--- src/rtl/core/pps_pkg.sv ---
package pps_pkg;

   localparam logic [16:0] US_PER_TENTH = 17'd100000;
   localparam logic [4:0]  MAX_FIRES    = 5'd16;

   typedef enum logic [1:0] {
      OP_ADD    = 2'd0,
      OP_TICK   = 2'd1,
      OP_REMOVE = 2'd2,
      OP_CLEAR  = 2'd3
   } pps_op_type;

   typedef enum logic [2:0] {
      ST_ADDED    = 3'd0,
      ST_REJECTED = 3'd1,
      ST_FULL     = 3'd2,
      ST_FIRED    = 3'd3,
      ST_DONE     = 3'd4
   } pps_status_type;

   typedef enum logic [1:0] {
      CELL_HOLD   = 2'd0,
      CELL_SHIFT  = 2'd1,
      CELL_INSERT = 2'd2,
      CELL_ROTATE = 2'd3
   } pps_cell_op_type;

   typedef struct packed {
      logic [47:0] deadline;
      logic [31:0] poll_id;
      logic [7:0]  poll_conn;
      logic [15:0] interval;
   } pps_entry_type;

   typedef struct packed {
      pps_cell_op_type kind;
      logic            keep;
      pps_entry_type   key;
   } pps_cmd_type;

endpackage

--- src/rtl/core/pps_cell.sv ---
module pps_cell import pps_pkg::*; #(
   parameter int INDEX = 0,
   parameter int OCC_W = 5
) (
   input  logic               clock,
   input  pps_cmd_type        cmd,
   input  logic [OCC_W-1:0]   occ,
   input  pps_entry_type      left_entry,
   input  logic               left_le,
   input  pps_entry_type      right_entry,
   output pps_entry_type      entry,
   output logic               le
);

   localparam logic [OCC_W-1:0] IDX      = OCC_W'(INDEX);
   localparam logic [OCC_W-1:0] IDX_NEXT = OCC_W'(INDEX + 1);

   pps_entry_type entry_ff;
   pps_entry_type entry_in;

   // A cell is ordered before the new entry when it is occupied and not later.
   assign le    = (IDX < occ) && (entry_ff.deadline <= cmd.key.deadline);
   assign entry = entry_ff;

   always_comb begin
      entry_in = entry_ff;
      case (cmd.kind)
         CELL_SHIFT: begin
            entry_in = right_entry;
         end
         CELL_INSERT: begin
            if (!le) begin
               entry_in = left_le ? cmd.key : left_entry;
            end
         end
         CELL_ROTATE: begin
            entry_in = (cmd.keep && (IDX_NEXT == occ)) ? cmd.key : right_entry;
         end
         default: begin
            entry_in = entry_ff;
         end
      endcase
   end

   always_ff @(posedge clock) begin
      entry_ff <= entry_in;
   end

endmodule
--- config.mk ---
export PLATFORM = sky130hd
export DESIGN_NAME = pps_cell
export DESIGN_NICKNAME = d
export VERILOG_FILES = /design/src/rtl/core/pps_pkg.sv /design/src/rtl/core/pps_cell.sv
export SDC_FILE = /design/constraint.sdc
export NUM_CORES = 1
export LEC_CHECK = 0
export BUFFER_PORTS_ARGS = -buffer_cell sky130_fd_sc_hd__buf_2
export CAP_MARGIN = 20
export CORE_AREA = 2 2 167 169
export CTS_CLUSTER_DIAMETER = 40
export DETAILED_ROUTE_END_ITERATION = 10
export DIE_AREA = 0 0 169 171
export PLACE_DENSITY = 0.64
export SLEW_MARGIN = 40
export SYNTH_ARGS = -nofsm -noshare
export SYNTH_HDL_FRONTEND = slang
export SYNTH_SLANG_ARGS = --single-unit
--- constraint.sdc ---
create_clock -name clock -period 9.6 [get_ports clock]
set_input_delay 0 -clock clock [delete_from_list [all_inputs] [get_ports clock]]
set_output_delay 0 -clock clock [all_outputs]
set_load 0.005 [all_outputs]
After elaboration in Yosys (flattened, before gate mapping)
Cells that the tools add are included.
{"block": "classes", "n_eq_ne": 5, "n_lt_le_gt_ge": 2, "muxes": 4, "reduce_logical": 4}
{"op": "104-bit two-way mux", "n": 3}
{"op": "104-bit one-hot mux with 3 select lines", "n": 1}
{"op": "48-bit less-or-equal comparator", "n": 1}
{"op": "1-bit by 5-bit == test with 1-bit output, first input constant", "n": 1}
{"op": "1-bit by 5-bit less-than comparator with 1-bit output, first input constant", "n": 1}
{"op": "2-bit == test, second input constant", "n": 2}
{"op": "3-bit nonzero test", "n": 1}
{"op": "2-bit by 1-bit == test with 1-bit output, second input constant", "n": 1}
{"op": "1-bit logical AND", "n": 2}
{"op": "2-bit != test, second input constant", "n": 1}
{"op": "2-bit AND reduction", "n": 1}
{"block": "totals", "in_bits": 322, "elab_cells": 19, "out_inout_bits": 105, "reg_bits": 104}

Logic depth before layout (Yosys ltp)
Gate-level depths: netlist of the first run.
{"block": "depth", "ltp_word": 4, "ltp_mapped": 8, "depth_no_buf": 8}

Worst setup path after synthesis of the first run
Ideal clock, no wire load.
{"block": "synth_timing", "path_kind": "flip-flop to flip-flop", "startpoint": "register entry_ff (netlist bit entry[57])", "endpoint": "register entry_ff (netlist bit entry[0]), enable pin", "arrival_time_ns": 7.247, "synth_period_minus_slack_ns": 7.876, "n_path_buf": 0, "slack_ns": 1.724, "path_stages_with_launch": 8, "path_cell_list": "edfxtp_1 -> ha_1 -> nor2b_1 -> o211ai_1 -> a2111oi_0 -> a211oi_1 -> a211o_1 -> a31oi_1"}
{"block": "synth_between", "elab_chain_len": 4}
{"element": "start: declaration", "line_no": "pps_cell.sv:18", "text": "pps_entry_type entry_ff;"}
{"element": "start signal: assignment", "line_no": "pps_cell.sv:46", "text": "entry_ff <= entry_in;"}
{"element": "48-bit less-or-equal comparator", "line_no": "pps_cell.sv:22", "text": "assign le = (IDX < occ) && (entry_ff.deadline <= cmd.key.deadline);"}
{"element": "1-bit logical AND", "line_no": "pps_cell.sv:22"}
{"element": "2-bit != test (no line)"}
{"element": "2-bit AND reduction (no line)"}
No other way between the ends.
A chain may end at the register's enable or synchronous reset.

Final worst setup path of the first run
{"block": "layout_timing", "startpoint": "register entry_ff (netlist bit entry[91])", "endpoint": "register entry_ff (netlist bit entry[6]), enable pin"}
The elaborated chain is that of the path after synthesis.

==> out/metrics.yaml, run 1 <==
floorplanning:
  die_area_mm2: 0.0289
  die_y_um: 171
  io_pins: 427
  core_mm2: 0.0273
  start_util: 0.279
  rows: 61
  die_width_um: 169
timing:
  rsz0062_at_grt: "no"
  tightest_slew_ns: 0.879
  fmax_mhz: 344
  hold_viol: 0
  finalMaxSlewViolations: 0
  period_share: 0.303
  fin_setup_tns_ns: 0
  fin_ws_ns: 6.69
  max_slew_margin: 0.414
  layout_min_cycle_time_ns: 2.91
  skew_ns: 0.0168
  setup_violations: 0
yosys:
  avgSynthCellArea_um2: 9.62
  postSynthCellCount: 793
  yosysTopAreaCell: "edfxtp_1"
  yosysTopAreaCellShare: 0.409
  synth.area.top_cells: "edfxtp_1 41%, mux2i_1 11%, a22o_1 10%"
  syn-num-nets: 1163
  ys_warn_count: 0
  ys_seq_area_frac: 0.409
  yosysUniqueCellTypes: 37
  netlist_area_mm2: 0.00763
  synth-seq-cells: 104
placed_design:
  preCtsSetupSlack_ns: 6.50
  dpl-instance-area_mm2: 0.0100
  place.gp.congestion: 0.822
  post-dp-hpwl_um: 20800
  io_buffer_count: 426
run:
  cap_violations: 0
critical_path:
  worstSetupEndpointType: "flip-flop"
  startpoint_type: "flip-flop"
  critPathRequiredTime_ns: 9.58
  path_class: "reg -> reg"
  worstPathArrival_ns: 2.89
  cp_max_fo: 66
pwr:
  power_mw: 1.37
  p_leak_nw: 5.29
  vdd_drop_max_mv: 0.0591
  power_density_mw_per_mm2: 122
layout:
  utilization: 0.412
  final_nets: 1633
  nFillCells: 2680
  final_area_mm2: 0.0112
  area_growth_pct: 47.4
  largest_register_ffs: 104
  drive_gt1_frac: 0.358
route:
  vias: 8255
  drtPass1Iterations: 5
  wire_per_inst_um: 18.0
  drc: 0
  via_per_inst: 5.11
  drt_wl_total_um: 29100
  drtAntennaViolNets: 0
  drtIter0Drc: 492
cts:
  clock_latency_ns: 0.36
  cts_num_sinks: 104
  cts_buffers: 9
  clk_pin_slew_worst_paths_ns: 0.07
  cts_max_path_buffers: 2
  htreeDepth: 3
  cts_root_buffer: "clkbuf_16"
  cts_tree: "built"
global_routing:
  first_global_vias: 7869
  grt_pass1_wl_um: 42000
  antenna_found_initial: 3
  track_usage: 0.186
  grt_max_degree: 112
  grt-ovfl-total: 0
outcome:
  status: "finished clean"
hold_path:
  hold_class: "in -> reg"
## per-stage QoR
stage | hold slack [ns] | cells
floorplan | 0.209 | 793
global placement | 0.295 | 1502
detailed placement | 0.296 | 1503
CTS | 0.000901 | 1611
global route | 0.0192 | 1615
finish | 0.00759 | 1616
## timing repair
action	4_1_cts	5_1_grt
setup buffers	0	0
endpoints found under the hold margin	93	1
hold buffers	93	1
resized for setup	0	0
## power by group
part           internal (mW)  switching [mW]
clock network          0.176           0.178
registers              0.573          0.0210
logic                  0.205           0.220
## worst max-delay path, cell delays in order (launching register included)
cell and delay (ns):
edfxtp_1 0.41, ha_1 0.33, nand4_1 0.15, nor4_2 0.41, nand2_1 0.16, a211o_1 0.30, a31oi_4 0.19, buf_6 0.54
## final cells by class
cell class / count / area, um2 / share of cell area
Multi-Input combinational cell: 571 / 4060 / 0.361
Timing Repair Buffer: 528 / 3180 / 0.283
Sequential cell: 104 / 3120 / 0.278
Tap cell: 346 / 433 / 0.0385
Clock buffer: 11 / 233 / 0.0207
Inverter: 49 / 184 / 0.0164
Clock inverter: 4 / 31.3 / 0.00278
Antenna cell: 3 / 7.51 / 0.000667
## path summary, 6_finish.rpt
path / slack (ns) / from / end / cells after the start
worst max-delay path: 6.69 / entry[91] / entry[6] / 7
worst min-delay path: 0.008 / right_entry[87] / entry[87] / 3
worst max register to register: 6.69 / entry[91] / entry[6] / 7
worst min register to register: 1.63 / entry[72] / entry[86] / 7
## cells in the final DEF, fill, tap and decap left out, types with 2 or more instances in the layout
| cell | netlist | routed |
|---|---|---|
| buf_2 | 13 | 423 |
| a22o_1 | 87 | 87 |
| o21ai_0 | 7 | 7 |
| inv_1 | 49 | 49 |
| dlygate4sd3_1 | 0 | 94 |
| a21oi_1 | 57 | 57 |
| o22ai_1 | 105 | 105 |
| clkinvlp_4 | 0 | 3 |
| edfxtp_1 | 104 | 104 |
| clkbuf_1 | 44 | 2 |
| nand3_1 | 4 | 4 |
| mux2i_1 | 87 | 87 |
| diode_2 | 0 | 3 |
| buf_4 | 1 | 5 |
| nor2b_1 | 2 | 2 |
| clkbuf_16 | 0 | 9 |
| a221oi_1 | 2 | 2 |
| nor2_1 | 41 | 41 |
| ha_1 | 48 | 48 |
| nand4_1 | 11 | 11 |
| buf_6 | 3 | 5 |
| nand2_1 | 102 | 102 |
## metal layers
metal	vias to the layer above	part of all wire	track usage
met1	3822	0.41	0.233
li1	3972	-	-
met4	0	0.028	0.0676
met3	58	0.066	0.0354
met5	-	0	0
met2	403	0.49	0.321
## logic make-up (layout without fill, tap and decap cells)
kind of cell | count (synthesis) | after routing | share of synthesized area
other cells | 0 | 3 | 0
simple gates | 170 | 170 | 0.0956
flops | 104 | 104 | 0.409
fa+ha+maj | 48 | 48 | 0.0787
buf+inv | 118 | 592 | 0.0636
mux | 87 | 87 | 0.114
compound gates | 266 | 266 | 0.239
## Yosys cell counts
cell / number
nor2b_1: 2
a211oi_1: 1
and4_1: 1
edfxtp_1: 104
a22o_1: 87
or4_1: 1
buf_2: 13
nand2_2: 1
nor4_4: 1
a221oi_1: 2
mux2i_1: 87
o221ai_1: 1
inv_1: 49
nand2b_1: 1
clkbuf_1: 44
nor2_1: 41
o21ai_0: 7
or3_1: 1
a21o_1: 1
and2_1: 1
nand4_1: 11
ha_1: 48
a2111oi_0: 1
or2_2: 1
buf_4: 1
nand3_2: 1
o22ai_1: 105
a21oi_1: 57
buf_1: 8
nand3_1: 4
a211o_1: 1
a31oi_1: 1
buf_6: 3
nand2_1: 102
a31o_1: 1
nor4_2: 1
o211ai_1: 1
(Power assumes the default switching activity.)
==> run 2: changes to the inputs <==
- ABC_AREA: not set -> 1
- CORE_AREA: 2 2 167 169 -> 2 2 165 167
- DIE_AREA: 0 0 169 171 -> 0 0 167 169
- PLACE_DENSITY: 0.64 -> 0.67
- clock period: 9.6 -> 2.8 ns (I/O delays scaled with it)
==> run 2 against run 1 <==
Compared with the run above: count of clock-buffer cells in the layout is 2 lower; first-iteration DRC count is 49% higher; setup slack worse by 6.2 ns; register-to-register slack worse by 6.2 ns; clock skew is 0.0063 ns lower.
==> out/metrics.yaml, run 2 <==
global_routing:
  grt_max_degree: 113  # +0.89%
  track_usage: 0.224  # +0.0378
  antenna_found_initial: 4  # +1
  first_global_vias: 9682  # +23%
  grt-ovfl-total: 0  # unchanged
  grt_pass1_wl_um: 50600  # +20%
route:
  drt_wl_total_um: 33000  # +13%
  wire_per_inst_um: 16.9  # -6.3%
  via_per_inst: 5.09  # -0.29%
  drtPass1Iterations: 7  # +2
  vias: 9968  # +21%
  drtIter0Drc: 734  # +49%
  drtAntennaViolNets: 0  # unchanged
  drc: 0  # unchanged
hold_path:
  hold_class: "in -> reg"
cts:
  cts_max_path_buffers: 2  # unchanged
  cts_tree: "built"
  cts_root_buffer: "clkbuf_16"
  cts_buffers: 9  # unchanged
  clock_latency_ns: 0.35  # about the same
  cts_num_sinks: 104  # unchanged
  clk_pin_slew_worst_paths_ns: 0.07  # about the same
  cts_setup_buffers: 0  # unchanged
  htreeDepth: 3  # unchanged
critical_path:
  cp_max_fo: 41  # -38%
  worstSetupEndpointType: "flip-flop"
  worst-path-buf-inv: 1  # unchanged
  crit_path_cell_trace: "ha_1, nand2_1, nor2_2, and2_4, nand3_2, nor2_2, nand2_1, nand3_1, nand2_1, nand2_1, nand2_1, nand2_4, buf_12"
  crit_slowest_cell: "edfxtp_1"
  worstPathArrival_ns: 2.38  # -0.51 ns
  critPathRequiredTime_ns: 2.83  # -6.75 ns
  worst_path_most_repeated_cell: "nand2_1"
  path_delay_family: "simple AND/OR/NAND/NOR gates"
  path_class: "reg -> reg"
  crit_path_max_incr_delay_ns: 0.40  # -0.14 ns
  startpoint_type: "flip-flop"
floorplanning:
  rows: 60  # -1.6%
  die_y_um: 169  # -1.2%
  core_mm2: 0.0265  # -3.0%
  die_area_mm2: 0.0282  # -2.3%
  die_width_um: 167  # -1.2%
  start_util: 0.307  # +0.0277
  io_pins: 427  # unchanged
layout:
  final_cell_mix: "425 x buf_2, 182 x a21oi_1, 175 x dlygate4sd3_1, 171 x nand2_1, 126 x o21ai_1"
  final_cell_count_no_fill: 1957  # +21%
  area_growth_pct: 54.9
  drive_gt1_frac: 0.290  # -0.0678
  final_nets: 1978  # +21%
  nFillCells: 2534  # -5.4%
  largest_register_ffs: 104  # unchanged
  layout_commonest_cell: "buf_2"
  final_area_mm2: 0.0126  # +12%
  utilization: 0.475  # +0.0636
pwr:
  clockPowerShare: 0.275  # +0.017
  p_sw_frac: 0.295  # -0.00961
  power_mw: 4.97  # +260%
  p_int_mw: 3.50  # +270%
  vdd_drop_max_mv: 0.238  # +300%
  pwr-share-comb: 0.319  # +0.010
  switching_power_mw: 1.47  # +250%
  power_density_mw_per_mm2: 395  # +220%
  seqPwrFrac: 0.406  # -0.026
  p_leak_nw: 6.16  # +16%
yosys:
  ys_async_sr_fraction: 0  # unchanged
  yosysTopAreaCellShare: 0.384  # -0.0253
  syn-num-nets: 1427  # +23%
  synth_common_cells: "182 x a21oi_1, 173 x nand2_1, 126 x o21ai_1"
  avgSynthCellArea_um2: 7.69  # -20%
  yosysUniqueCellTypes: 30  # -19%
  synth_edf_count: 104  # unchanged
  synth-seq-cells: 104  # unchanged
  synth.area.top_cells: "edfxtp_1 38%, a21oi_1 11%, nand2_1 8.0%"
  netlist_area_mm2: 0.00813  # +6.6%
  ys_seq_area_frac: 0.384  # -0.0253
  ys_warn_count: 0  # unchanged
  synth_ff_type: "edfxtp_1"
  yosysTopAreaCell: "edfxtp_1"
  postSynthCellCount: 1057  # +33%
  synth_most_common_cell: "a21oi_1"
placed_design:
  dpl-instance-area_mm2: 0.0105  # +5.2%
  place_inst: 1763  # +17%
  place.gp.congestion: 0.825  # +0.27%
  io_buffer_count: 426  # unchanged
  post-dp-hpwl_um: 23600  # +14%
timing:
  period_share: 0.840  # +0.537
  rsz0062_at_grt: "no"
  setup_violations: 0  # unchanged
  max_slew_margin: 0.473  # +0.0583
  finalMaxSlewViolations: 0  # unchanged
  skew_ns: 0.0105  # -0.00631 ns
  hold_viol: 0  # unchanged
  layout_min_cycle_time_ns: 2.35  # -0.555 ns
  fin_setup_tns_ns: 0  # unchanged
  fmax_mhz: 425  # +24%
  tightest_slew_ns: 0.791  # -0.0875 ns
run:
  cap_violations: 0  # unchanged
outcome:
  status: "finished clean"
==> run 2: changes by cell type in the layout (fill, tap and decap cells not counted), moves of 53 or more <==
cell / delta
nand3_1: +82
o21ai_1: +126
o22ai_1: -105
inv_1: +53
mux2i_1: -68
a22o_1: -87
nand2_1: +69
a21oi_1: +125
dlygate4sd3_1: +81
==> run 2: cell families after synthesis <==
kind of cell               count (synthesis)  synth area share
AOI/OAI and AO/OA                        398             0.258
adders and majority gates                 48            0.0738
buffers and inverters                    181            0.0969
DFF                                      104             0.384
muxes                                     19            0.0234
and+or+nand+nor                          307             0.164
==> run 2: cell type report <==
type / instances / area, um2 / area share
Clock buffer: 9 / 225 / 0.0179
Clock inverter: 6 / 85.1 / 0.00675
Tap cell: 341 / 427 / 0.0339
Antenna cell: 4 / 10.0 / 0.000795
Multi-Input combinational cell: 772 / 4240 / 0.336
Inverter: 105 / 397 / 0.0315
Timing Repair Buffer: 616 / 4090 / 0.325
Sequential cell: 104 / 3120 / 0.248
==> run 2: what timing repair did <==
| action | 4_1_cts | 5_1_grt |
|---|---|---|
| resized for setup | 0 | 0 |
| setup endpoints to repair | 0 | 0 |
| hold buffers | 175 | 0 |
| hold endpoints to repair | 99 | 0 |
==> run 2: through the flow <==
step	worst slack [ns]	hold WS (ns)
2_1_floorplan	0.194	0.188
3_3_place_gp	0.422	0.296
3_5_place_dp	0.447	0.299
4_1_cts	0.428	0.00287
5_1_grt	0.259	0.00819
6_report	0.447	0.0173
==> run 2: tightest hold or removal path, stage by stage <==
cell and delay, ns:
buf_2 0.08, o21ai_1 0.05, nand3_1 0.10
==> run 2: power groups by stage <==
stage / registers [mW] / logic [mW] / clock network, mW
after detailed placement: 2.05 / 1.33 / 0
after global routing: 2.04 / 1.76 / 1.47
after global placement: 2.04 / 1.31 / 0
after CTS: 2.02 / 1.59 / 1.43
final: 2.02 / 1.59 / 1.37
after floorplan: 2.07 / 0.618 / 0
==> run 2: path summary, 6_finish.rpt <==
check,startpoint,to,slack [ns],depth (start not counted)
hold reg to reg,entry[95],entry[81],1.50,11
setup / recovery,entry[103],entry[30],0.45,13
hold / removal,left_entry[87],entry[87],0.02,3
setup reg to reg,entry[103],entry[30],0.45,13
==> run 2: metal layers <==
layer | wire length [um] | track usage | share of wire | vias to the layer above
met5 | 0 | 0 | 0 | -
met4 | 929 | 0.0738 | 0.028 | 0
met3 | 2510 | 0.0477 | 0.076 | 57
met2 | 16700 | 0.412 | 0.51 | 510
met1 | 12900 | 0.259 | 0.39 | 4545
li1 | - | - | - | 4856
